File: src/hw/rtl/apd_pkg.sv
package apd_pkg;

	localparam int AVG_WINDOW    = 30;
	localparam int BLOCK_SAMPLES = 700;

	localparam int SAMPLE_W = 16;
	localparam int TIME_W   = 32;
	localparam int COEF_W   = 12;
	localparam int MAXLEN_W = 16;
	localparam int FRAC_W   = 8;

	localparam int SLOT_W  = (AVG_WINDOW > 1) ? $clog2(AVG_WINDOW) : 1;
	localparam int FILL_W  = $clog2(AVG_WINDOW + 1);
	localparam int SUM_W   = SAMPLE_W + SLOT_W;
	localparam int DCNT_W  = $clog2(SUM_W + 1);
	localparam int BLK_W   = $clog2(BLOCK_SAMPLES + 1);
	localparam int SCALE_W = SAMPLE_W + FRAC_W;
	localparam int PROD_W  = COEF_W + SAMPLE_W;

	localparam int CFG_IDX_W  = 2;
	localparam int CFG_DATA_W = 16;

	typedef enum logic [CFG_IDX_W-1:0] {
		CFG_START_COEF = 2'd0,
		CFG_END_COEF   = 2'd1,
		CFG_MAX_LEN    = 2'd2,
		CFG_UNUSED     = 2'd3
	} cfg_idx_t;

	typedef enum logic [2:0] {
		ST_IDLE,
		ST_UPDATE,
		ST_DIVIDE,
		ST_COMPARE,
		ST_DECIDE
	} state_t;

	typedef struct packed {
		logic [COEF_W-1:0]   start_coef;
		logic [COEF_W-1:0]   end_coef;
		logic [MAXLEN_W-1:0] max_len_ms;
	} det_cfg_t;

	typedef struct packed {
		logic [SUM_W-1:0]  sum;
		logic [FILL_W-1:0] fill;
	} win_t;

	typedef struct packed {
		logic found;
		logic done;
	} det_res_t;

	typedef struct packed {
		logic rd_en;
		logic wr_en;
		logic div_start;
		logic mul_en;
		logic dec_fire;
	} seq_ctl_t;

endpackage

File: src/hw/rtl/adaptive_pulse_detector_unit.sv
// Adaptive pulse detector: running-average light threshold detector.
//
// Input channel: in_valid / in_stall carry one item (sample, now_ms). The
// unit stalls the input while an item is in work, so items go one at a time.
// Output channel: out_valid / out_stall carry one result per item (average,
// pulse_found, block_done) from an output register.
// Config channel: cfg_valid / cfg_ready with cfg_index and cfg_data; index 0
// start_coef, 1 end_coef, 2 max_len_ms, index 3 is ignored. Always ready;
// write only while the unit is idle.
//
// Run: after the item is accepted it passes a ring read-modify-write,
// the bit-serial sum/count divider, a multiply step and a decision step.
// The input is free again in the same cycle the result reaches the output
// register, so the unit takes no new item before the last one is done.
// If the receiver stalls, the finished result holds in the output register;
// the next item still runs and waits in its decision step until the
// register frees up.
// Reset clears ring bookkeeping, pulse state, block count and restores the
// register defaults; ring contents are masked by the fill count, no sweep.
module adaptive_pulse_detector_unit (
	input  logic                            clk,
	input  logic                            arst_n,

	input  logic                            in_valid,
	output logic                            in_stall,
	input  logic [apd_pkg::SAMPLE_W-1:0]    sample,
	input  logic [apd_pkg::TIME_W-1:0]      now_ms,

	output logic                            out_valid,
	input  logic                            out_stall,
	output logic [apd_pkg::SAMPLE_W-1:0]    average,
	output logic                            pulse_found,
	output logic                            block_done,

	input  logic                            cfg_valid,
	output logic                            cfg_ready,
	input  logic [apd_pkg::CFG_IDX_W-1:0]   cfg_index,
	input  logic [apd_pkg::CFG_DATA_W-1:0]  cfg_data
);

	apd_pkg::state_t   state_q, state_nxt;
	apd_pkg::seq_ctl_t ctl;
	apd_pkg::det_cfg_t cfg_q;
	apd_pkg::win_t     win_nxt;
	apd_pkg::det_res_t det_res;

	logic [apd_pkg::SAMPLE_W-1:0] sample_q;
	logic [apd_pkg::TIME_W-1:0]   now_q;
	logic [apd_pkg::SAMPLE_W-1:0] quotient;
	logic                         div_last;
	logic                         in_take;
	logic                         out_free;

	assign in_stall  = (state_q != apd_pkg::ST_IDLE);
	assign in_take   = in_valid && !in_stall;
	assign out_free  = !out_valid || !out_stall;
	assign cfg_ready = 1'b1;

	// Configuration registers; unknown index is dropped.
	always_ff @(posedge clk or negedge arst_n) begin
		if (!arst_n) begin
			cfg_q.start_coef <= apd_pkg::COEF_W'(384);
			cfg_q.end_coef   <= apd_pkg::COEF_W'(282);
			cfg_q.max_len_ms <= apd_pkg::MAXLEN_W'(1000);
		end else if (cfg_valid && cfg_ready) begin
			unique case (apd_pkg::cfg_idx_t'(cfg_index))
				apd_pkg::CFG_START_COEF: cfg_q.start_coef <= cfg_data[apd_pkg::COEF_W-1:0];
				apd_pkg::CFG_END_COEF:   cfg_q.end_coef   <= cfg_data[apd_pkg::COEF_W-1:0];
				apd_pkg::CFG_MAX_LEN:    cfg_q.max_len_ms <= cfg_data[apd_pkg::MAXLEN_W-1:0];
				default: ;
			endcase
		end
	end

	// Hold the accepted item for the whole run.
	always_ff @(posedge clk) begin
		if (in_take) begin
			sample_q <= sample;
			now_q    <= now_ms;
		end
	end

	// Sequencer: next state.
	always_comb begin
		state_nxt = state_q;
		unique case (state_q)
			apd_pkg::ST_IDLE:    if (in_take) state_nxt = apd_pkg::ST_UPDATE;
			apd_pkg::ST_UPDATE:  state_nxt = apd_pkg::ST_DIVIDE;
			apd_pkg::ST_DIVIDE:  if (div_last) state_nxt = apd_pkg::ST_COMPARE;
			apd_pkg::ST_COMPARE: state_nxt = apd_pkg::ST_DECIDE;
			apd_pkg::ST_DECIDE:  if (out_free) state_nxt = apd_pkg::ST_IDLE;
			default:             state_nxt = apd_pkg::ST_IDLE;
		endcase
	end

	// Sequencer: strobes to the datapath.
	always_comb begin
		ctl = '0;
		unique case (state_q)
			apd_pkg::ST_IDLE: begin
				ctl.rd_en = in_take;
			end
			apd_pkg::ST_UPDATE: begin
				ctl.wr_en     = 1'b1;
				ctl.div_start = 1'b1;
			end
			apd_pkg::ST_COMPARE: begin
				ctl.mul_en = 1'b1;
			end
			apd_pkg::ST_DECIDE: begin
				ctl.dec_fire = out_free;
			end
			default: ;
		endcase
	end

	always_ff @(posedge clk or negedge arst_n) begin
		if (!arst_n) begin
			state_q <= apd_pkg::ST_IDLE;
		end else begin
			state_q <= state_nxt;
		end
	end

	// Ring memory read-modify-write of the running sum.
	apd_window u_window (
		.clk     (clk),
		.arst_n  (arst_n),
		.rd_en   (ctl.rd_en),
		.wr_en   (ctl.wr_en),
		.sample  (sample_q),
		.win_nxt (win_nxt)
	);

	// Average = sum / fill, started on the updated sum.
	apd_div u_div (
		.clk      (clk),
		.arst_n   (arst_n),
		.start    (ctl.div_start),
		.dividend (win_nxt.sum),
		.divisor  (win_nxt.fill),
		.last     (div_last),
		.quotient (quotient)
	);

	apd_detect u_detect (
		.clk      (clk),
		.arst_n   (arst_n),
		.mul_en   (ctl.mul_en),
		.dec_fire (ctl.dec_fire),
		.cfg      (cfg_q),
		.sample   (sample_q),
		.now_ms   (now_q),
		.average  (quotient),
		.res      (det_res)
	);

	// Output register: load on decision, drop valid once taken.
	always_ff @(posedge clk or negedge arst_n) begin
		if (!arst_n) begin
			out_valid <= 1'b0;
		end else if (ctl.dec_fire) begin
			out_valid <= 1'b1;
		end else if (!out_stall) begin
			out_valid <= 1'b0;
		end
	end

	always_ff @(posedge clk) begin
		if (ctl.dec_fire) begin
			average     <= quotient;
			pulse_found <= det_res.found;
			block_done  <= det_res.done;
		end
	end

endmodule

File: src/hw/rtl/apd_window.sv
module apd_window (
	input  logic                           clk,
	input  logic                           arst_n,
	input  logic                           rd_en,
	input  logic                           wr_en,
	input  logic [apd_pkg::SAMPLE_W-1:0]   sample,
	output apd_pkg::win_t                  win_nxt
);

	logic [apd_pkg::SAMPLE_W-1:0] ring_mem [apd_pkg::AVG_WINDOW];
	logic [apd_pkg::SAMPLE_W-1:0] rd_data_q;
	logic [apd_pkg::SLOT_W-1:0]   slot_q;
	logic [apd_pkg::FILL_W-1:0]   fill_q;
	logic [apd_pkg::SUM_W-1:0]    sum_q;
	logic [apd_pkg::SAMPLE_W-1:0] old_sample;
	logic                         full;

	// Slot being overwritten was written before only once the window is full.
	assign full       = (fill_q == apd_pkg::FILL_W'(apd_pkg::AVG_WINDOW));
	assign old_sample = full ? rd_data_q : '0;

	always_comb begin
		win_nxt.sum  = sum_q - apd_pkg::SUM_W'(old_sample) + apd_pkg::SUM_W'(sample);
		win_nxt.fill = full ? fill_q : fill_q + 1'b1;
	end

	always_ff @(posedge clk) begin
		if (wr_en) begin
			ring_mem[slot_q] <= sample;
		end
		if (rd_en) begin
			rd_data_q <= ring_mem[slot_q];
		end
	end

	always_ff @(posedge clk or negedge arst_n) begin
		if (!arst_n) begin
			slot_q <= '0;
			fill_q <= '0;
			sum_q  <= '0;
		end else if (wr_en) begin
			sum_q  <= win_nxt.sum;
			fill_q <= win_nxt.fill;
			if (slot_q == apd_pkg::SLOT_W'(apd_pkg::AVG_WINDOW - 1)) begin
				slot_q <= '0;
			end else begin
				slot_q <= slot_q + 1'b1;
			end
		end
	end

endmodule

File: src/hw/rtl/apd_div.sv
module apd_div (
	input  logic                          clk,
	input  logic                          arst_n,
	input  logic                          start,
	input  logic [apd_pkg::SUM_W-1:0]     dividend,
	input  logic [apd_pkg::FILL_W-1:0]    divisor,
	output logic                          last,
	output logic [apd_pkg::SAMPLE_W-1:0]  quotient
);

	logic                        busy_q;
	logic [apd_pkg::DCNT_W-1:0]  cnt_q;
	logic [apd_pkg::SUM_W-1:0]   quo_q;
	logic [apd_pkg::FILL_W-1:0]  den_q;
	logic [apd_pkg::FILL_W-1:0]  rem_q;
	logic [apd_pkg::FILL_W:0]    trial;
	logic                        ge;
	logic [apd_pkg::FILL_W:0]    diff;

	// Restoring division, one quotient bit per cycle.
	assign trial    = {rem_q, quo_q[apd_pkg::SUM_W-1]};
	assign ge       = (trial >= {1'b0, den_q});
	assign diff     = trial - {1'b0, den_q};
	assign last     = busy_q && (cnt_q == apd_pkg::DCNT_W'(apd_pkg::SUM_W - 1));
	assign quotient = quo_q[apd_pkg::SAMPLE_W-1:0];

	always_ff @(posedge clk or negedge arst_n) begin
		if (!arst_n) begin
			busy_q <= 1'b0;
			cnt_q  <= '0;
		end else if (start) begin
			busy_q <= 1'b1;
			cnt_q  <= '0;
		end else if (busy_q) begin
			cnt_q <= cnt_q + 1'b1;
			if (last) begin
				busy_q <= 1'b0;
			end
		end
	end

	always_ff @(posedge clk) begin
		if (start) begin
			quo_q <= dividend;
			den_q <= divisor;
			rem_q <= '0;
		end else if (busy_q) begin
			quo_q <= {quo_q[apd_pkg::SUM_W-2:0], ge};
			rem_q <= ge ? diff[apd_pkg::FILL_W-1:0] : trial[apd_pkg::FILL_W-1:0];
		end
	end

endmodule

File: src/hw/rtl/apd_detect.sv
module apd_detect (
	input  logic                          clk,
	input  logic                          arst_n,
	input  logic                          mul_en,
	input  logic                          dec_fire,
	input  apd_pkg::det_cfg_t             cfg,
	input  logic [apd_pkg::SAMPLE_W-1:0]  sample,
	input  logic [apd_pkg::TIME_W-1:0]    now_ms,
	input  logic [apd_pkg::SAMPLE_W-1:0]  average,
	output apd_pkg::det_res_t             res
);

	logic                         in_pulse_q;
	logic [apd_pkg::TIME_W-1:0]   start_ms_q;
	logic [apd_pkg::BLK_W-1:0]    blk_q;
	logic [apd_pkg::BLK_W-1:0]    blk_inc;
	logic [apd_pkg::SCALE_W-1:0]  scaled_q;
	logic [apd_pkg::PROD_W-1:0]   start_thr_q;
	logic [apd_pkg::PROD_W-1:0]   end_thr_q;
	logic                         timeout_q;
	logic [apd_pkg::TIME_W-1:0]   elapsed;
	logic                         start_hit;
	logic                         end_hit;

	assign elapsed = now_ms - start_ms_q;

	// Products and timeout flag, registered ahead of the decision.
	always_ff @(posedge clk) begin
		if (mul_en) begin
			scaled_q    <= {sample, {apd_pkg::FRAC_W{1'b0}}};
			start_thr_q <= apd_pkg::PROD_W'(cfg.start_coef) * apd_pkg::PROD_W'(average);
			end_thr_q   <= apd_pkg::PROD_W'(cfg.end_coef) * apd_pkg::PROD_W'(average);
			timeout_q   <= (elapsed > apd_pkg::TIME_W'(cfg.max_len_ms));
		end
	end

	assign start_hit = (apd_pkg::PROD_W'(scaled_q) > start_thr_q);
	assign end_hit   = (apd_pkg::PROD_W'(scaled_q) < end_thr_q);
	assign blk_inc   = blk_q + 1'b1;

	always_comb begin
		res.found = in_pulse_q && !timeout_q && end_hit;
		res.done  = (blk_inc == apd_pkg::BLK_W'(apd_pkg::BLOCK_SAMPLES));
	end

	always_ff @(posedge clk or negedge arst_n) begin
		if (!arst_n) begin
			in_pulse_q <= 1'b0;
			start_ms_q <= '0;
			blk_q      <= '0;
		end else if (dec_fire) begin
			blk_q <= res.done ? '0 : blk_inc;
			if (!in_pulse_q) begin
				if (start_hit) begin
					in_pulse_q <= 1'b1;
					start_ms_q <= now_ms;
				end
			end else if (timeout_q || end_hit) begin
				in_pulse_q <= 1'b0;
			end
		end
	end

endmodule
File: config.mk
export PLATFORM = sky130hd
export DESIGN_NAME = adaptive_pulse_detector_unit
export DESIGN_NICKNAME = d
export VERILOG_FILES = /design/src/hw/rtl/apd_pkg.sv /design/src/hw/rtl/adaptive_pulse_detector_unit.sv /design/src/hw/rtl/apd_window.sv /design/src/hw/rtl/apd_div.sv /design/src/hw/rtl/apd_detect.sv
export SDC_FILE = /design/constraint.sdc
export NUM_CORES = 2
export LEC_CHECK = 0
export BUFFER_PORTS_ARGS = -buffer_cell sky130_fd_sc_hd__buf_4
export CELL_PAD_IN_SITES_DETAIL_PLACEMENT = 1
export CELL_PAD_IN_SITES_GLOBAL_PLACEMENT = 1
export CORE_ASPECT_RATIO = 1.75
export CORE_MARGIN = 2
export CORE_UTILIZATION = 32
export CTS_CLUSTER_SIZE = 20
export DETAILED_ROUTE_END_ITERATION = 7
export PLACE_DENSITY_LB_ADDON = 0.1
export RECOVER_POWER = 25
export SLEW_MARGIN = 20
export SYNTH_ARGS = -nofsm -noshare
export SYNTH_HDL_FRONTEND = slang
export SYNTH_SLANG_ARGS = --single-unit
File: constraint.sdc
create_clock -name clk -period 9.45 [get_ports clk]
set_clock_uncertainty 0.15 [all_clocks]
set_input_delay 0.945 -clock clk [delete_from_list [all_inputs] [get_ports clk]]
set_output_delay 0.945 -clock clk [all_outputs]
set_load 0.03 [all_outputs]
Word-level counts from Yosys, hierarchy flattened
Memory sizes are Yosys's and may differ from the RTL's. A register that Yosys moved wholly into a read port is not among the register bits.
Cells that the tools add are included.
{ "classes": {"eq_ne": 14, "n_mux": 27, "n_shift": 0, "n_addsub": 8, "order_cmp": 4, "bitwise": 1, "div_mod_pow": 0, "reduce_logical": 19, "n_mul": 2} }
{ "ops": {"columns": ["operator", "n"], "rows": [
  ["$mul A12 B16 Y28", 2],
  ["$mux W21", 2],
  ["$gt A32 B16 Y1", 1],
  ["$sub A32 B32 Y32", 1],
  ["$gt A24 B28 Y1", 1],
  ["$lt A24 B28 Y1", 1],
  ["$mux W5", 5],
  ["$add A21 B16 Y21", 1],
  ["$sub A21 B16 Y21", 1],
  ["$mux W16", 1],
  ["$add A5 B1 Y5 const B", 3],
  ["$eq A5 B5 Y1 const B", 3],
  ["$pmux W3 S5", 1],
  ["$mux W1", 13],
  ["$add A10 B1 Y10 const B", 1],
  ["$eq A10 B10 Y1 const B", 1],
  ["$mux W10", 1],
  ["$mux W3", 3],
  ["$eq A3 B2 Y1 const B", 2],
  ["$ge A6 B5 Y1", 1],
  ["$ne A2 B2 Y1 const B", 3],
  ["$reduce_and A2 Y1", 3],
  ["$reduce_and A3 Y1", 2],
  ["$sub A5 B5 Y5", 1],
  ["other kinds (14)", 21]
]} }
{ "totals": {"inputBits": 71, "register_bits": 294, "latch_bits": 0, "romBits": 0, "memories": 1, "out_inout_bits": 21, "elab_cells": 101, "ramBits": 480} }
{ "mem_list": {"columns": ["memory", "depth", "word_bits", "read_ports", "rd_ports_with_merged_regs", "write_ports", "line_no", "rtl"], "rows": [
  ["u_window.ring_mem", 30, 16, 1, 1, 1, "apd_window.sv:10", "logic [apd_pkg::SAMPLE_W-1:0] ring_mem [apd_pkg::AVG_WINDOW];"]
]} }

Longest topological paths before layout
{ "logic_depth": {"depth_word": 5, "depth_mapped": 24} }

Hierarchy
A second synthesis with hierarchy kept.
{ "unflattened": {"cells_unflattened": 3597, "area_unflattened_um2": 46328.2} }
{ "by_module_without_submodules": {"columns": ["module", "cells_each", "area_per_inst_um2", "seq_area_each_um2", "instances"], "rows": [
  ["apd_window", 1194, 21723.3, 15670.0, 1],
  ["apd_detect", 2080, 18993.2, 3268.1, 1],
  ["adaptive_pulse_detector_unit", 173, 3703.6, 3098.0, 1],
  ["apd_div", 150, 1908.1, 1031.0, 1]
]} }

Worst setup path after synthesis
OpenSTA, ideal clock, no wires.
{ "synth_timing": {"path_type": "input to register", "from": "in in_valid", "to": "reg now_q[0] (netlist name) (enable)", "path_stages": 2, "required_time_ns": 8.656, "setup_ns": 0.644, "slack_ns": 1.636, "n_path_buf": 0, "t_arrival_ns": 7.020, "path_cell_list": "inv_1 -> nor4_1"} }
{ "synth_between": {"elab_chain_len": 1} }
{ "synth_lines": {"columns": ["item", "line_no", "rtl"], "rows": [
  ["start, declared", "adaptive_pulse_detector_unit.sv:24", "input logic in_valid,"],
  ["$logic_and A1 B1 Y1", "adaptive_pulse_detector_unit.sv:55", "assign in_take = in_valid && !in_stall;"],
  ["net in_take", "adaptive_pulse_detector_unit.sv:51", "logic in_take;"],
  ["end signal, assigned", "adaptive_pulse_detector_unit.sv:79", "now_q <= now_ms;"],
  ["end, declared", "adaptive_pulse_detector_unit.sv:48", "logic [apd_pkg::TIME_W-1:0] now_q;"]
]} }
The timed path passes the listed nets, and every way through them passes these cells.
A chain may end at the register's enable or synchronous reset.

Worst setup path after layout
{ "layout_timing": {"from": "reg u_div.quo_q[10] (netlist name)", "to": "reg u_detect.end_thr_q[27] (netlist name) (data pin)"} }
{ "layout_between": {"elab_chain_len": 1} }
{ "layout_lines": {"columns": ["item", "line_no", "rtl"], "rows": [
  ["start, declared", "apd_div.sv:13", "logic [apd_pkg::SUM_W-1:0] quo_q;"],
  ["start signal, assigned", "apd_div.sv:44", "quo_q <= dividend;"],
  ["start signal, assigned", "apd_div.sv:48", "quo_q <= {quo_q[apd_pkg::SUM_W-2:0], ge};"],
  ["$mul A12 B16 Y28", "apd_detect.sv:32", "end_thr_q <= apd_pkg::PROD_W'(cfg.end_coef) * apd_pkg::PROD_W'(average);"],
  ["end signal, assigned", "apd_detect.sv:32", null],
  ["end, declared", "apd_detect.sv:19", "logic [apd_pkg::PROD_W-1:0] end_thr_q;"]
]} }
No other way between the ends.

==> run metrics <==
run status finished, violations left; failing checks capacitance limit, slew limit; Finished Core Util about 36%; Overflow after GRT 0; syn nets ~4200; Routed Antenna Nets 0; vias per cell between 4 and 5; asr flop ratio synth 15.7%; Most used DFF post-synth edfxtp_1; Clock Tree Buf Depth 3; Worst R2R Setup Slack about 2.1 ns; placed cell area 49200 µm²; WL final roughly 140000 µm; cells after synthesis 3605; Final Hold Viols 0; most frequent cells in the layout edfxtp_1 (661), inv_1 (536), nand2_1 (385); worst hold path depth 1; fill count around 15000; R2R depth 21; number of synthesized flops with an enable pin 661; area growth from synthesis to final layout 12.8%; post-detail-place hpwl 99700 µm; H-tree depth 3; Crit. End Element flip-flop; Warnings, synthesis 0; setup TNS after final layout 0 ns; CTS root buffer clkbuf_16; most common cell after layout, fill and taps aside edfxtp_1; crit start category flip-flop; area share of the leading cell type in the synthesized netlist between 40% and 50%; first-pass GRT wire length between 200000 and 250000 µm; Final period util slightly below 80%; TritonCTS Buffers 84; CP Class flip-flop to flip-flop; Worst EP required 9.75 ns; #FFs+latches synth 790; Clk pin slew, worst setup/hold paths about 0.060 ns; Slew Viols, Final about 630; cts hold-fix bufs 0; Mapped Area around 46000 µm²; RSZ-0062 raised after global routing false; post-synth top area cell edfxtp_1; starting density of the core 32.1%; pin count of the biggest net entering global routing 80; Post-CTS Setup Inserts 0; GPL Wtd Cong between 0.7 and 0.8; DR pass1 iterations 5; Final min period 7.36 ns; Yosys cell types 81; Core Region about 140000 µm²; vias around 28000; antenna violations before repair 5; total track usage 19.0%; vias in the first global route about 32000; non-filler cells, final around 5700; WP data arrival 7.66 ns; placed cell count about 5500; Die H 505 µm; Relative slew margins -240%; Slew @ Worst Pin around 5.1 ns; top cells by area, synth edfxtp_1 (43%), fa_1 (13%), ha_1 (6.7%), dfrtp_1 (6.1%), mux4_2 (5.5%); Nets between 4000 and 5000; IO buf count 90; layout cells sized above 1 approximately 13%; maxcap violations 19; syn_area_per_cell roughly 13 µm²; # DRC 0; Setup violations, final 0; die area 147000 µm²; First DRT Iteration DRCs between 1000 and 1500; CTS tree done; Die X slightly below 300 µm; Worst Hold Class input pin to flip-flop; Boundary Pins 92; FMAX between 100 and 150 MHz; PostCTS Resize Cnt 0; sequential area share after synthesis between 50% and 60%; routed len/inst ~24 µm; clock sinks 790; Clk Latency, worst-skew pair about 0.70 ns; num rows about 180; largest fanout on the critical path 26; design area between 50000 and 60000 µm²
==> layout make-up <==
cell class	count	area (µm²)	share of cell area (%)
clock inverters	40	434	0.838
flip-flops and latches	790	23100	44.5
inverters	538	2020	3.90
clock buffers	115	2300	4.44
multi-input cells	2136	20400	39.3
repair buffers	179	1280	2.46
well taps	1860	2330	4.49
diodes	2	5.00	0.00966
==> worst max-delay path: stages (launching register included) <==
cell and delay [ns]:
edfxtp_1 0.32, clkbuf_1 1.38, nand2_1 0.22, fa_1 0.59, fa_1 0.51, inv_1 0.06
fa_1 0.51, fa_1 0.50, inv_1 0.05, fa_1 0.48, inv_1 0.04, ha_1 0.36
nand2_1 0.12, o21ai_0 0.08, a31oi_1 0.29, a21oi_1 0.18, o21a_1 0.24, o21ai_0 0.38
a21oi_1 0.18, a21o_1 0.22, a21oi_1 0.16, xnor2_1 0.08
==> layer usage <==
layer | routed length (µm) | track usage, % | up-vias | share of wire, %
met3 | 3100 | 1.79 | 209 | 2.3
met4 | 5640 | 7.61 | 2 | 4.1
met2 | 80100 | 39.1 | 354 | 59
met1 | 47700 | 19.1 | 14700 | 35
met5 | 13 | 0 | - | 0.0095
li1 | - | - | 12600 | -
==> per-stage QoR <==
step / setup slack [ns] / hold slack, ns
global route: 1.68 / 0.257
floorplan: 1.64 / 0.274
global placement: 2.40 / 0.317
detailed placement: 2.60 / 0.326
finish: 2.09 / 0.296
CTS: 2.60 / 0.186
==> path summary, 6_finish.rpt <==
path                                    startpoint                endpoint
worst max-delay path               u_div.quo_q[10]  u_detect.end_thr_q[27]
worst min-delay path                    now_ms[16]               now_q[16]
worst max register to register     u_div.quo_q[10]  u_detect.end_thr_q[27]
worst min register to register  u_window.sum_q[15]      u_window.sum_q[15]
max in group asynchronous                   arst_n      u_window.slot_q[0]
min in group asynchronous                   arst_n  u_detect.start_ms_q[5]
==> sequential cells by signal (all words and copies together) (netlist names), 10 cells and up <==
| register | cells |
|---|---|
| u_detect.blk_q | 10 |
| u_window.sum_q | 21 |
| u_detect.scaled_q | 16 |
| u_window.rd_data_q | 16 |
| u_div.quo_q | 21 |
| sample_q | 16 |
| u_detect.start_thr_q | 28 |
| u_window.ring_mem | 480 |
| average | 16 |
| cfg_q | 40 |
| u_detect.end_thr_q | 28 |
| u_detect.start_ms_q | 32 |
| now_q | 32 |
==> synthesized netlist by cell type (7+ instances only) <==
cell type  instances
buf_1             12
ha_1             246
nor2_1           133
dfstp_2           12
and2_1           155
nor3b_1           10
edfxtp_1         661
o21ai_0           75
fa_1             298
a31oi_1           22
a211oi_1          13
clkbuf_1         123
mux4_2           112
inv_1            537
a21oi_1          108
nor3_1            23
and3_1            18
dfrtp_1          112
mux2_2            72
mux2i_1           24
nand2_1          385
xnor2_1           60
nand4_1           31
a22oi_1           20
a21o_1            52
o21bai_1           7
nand2b_1          16
nor2b_1           38
o2111ai_1          9
o211ai_1          21
nor4_1            14
o21a_1            18
nand3_1           29
xor2_1            32
==> logic make-up (layout without fill, tap and decap cells) <==
logic type	after synthesis	after routing	synth area share (%)
AO/OA/AOI/OAI	405	405	5.78
flip-flops	790	790	50.2
multiplexers	208	208	7.77
other	1	3	0.00816
AND/OR/NAND/NOR	886	886	9.25
XOR/XNOR	92	92	1.75
buffers and inverters	679	872	5.57
adder cells (fa/ha/maj)	544	544	19.7
Power is not shown: default switching activity piles up to over one toggle a cycle in this logic, so the estimate is an artifact.
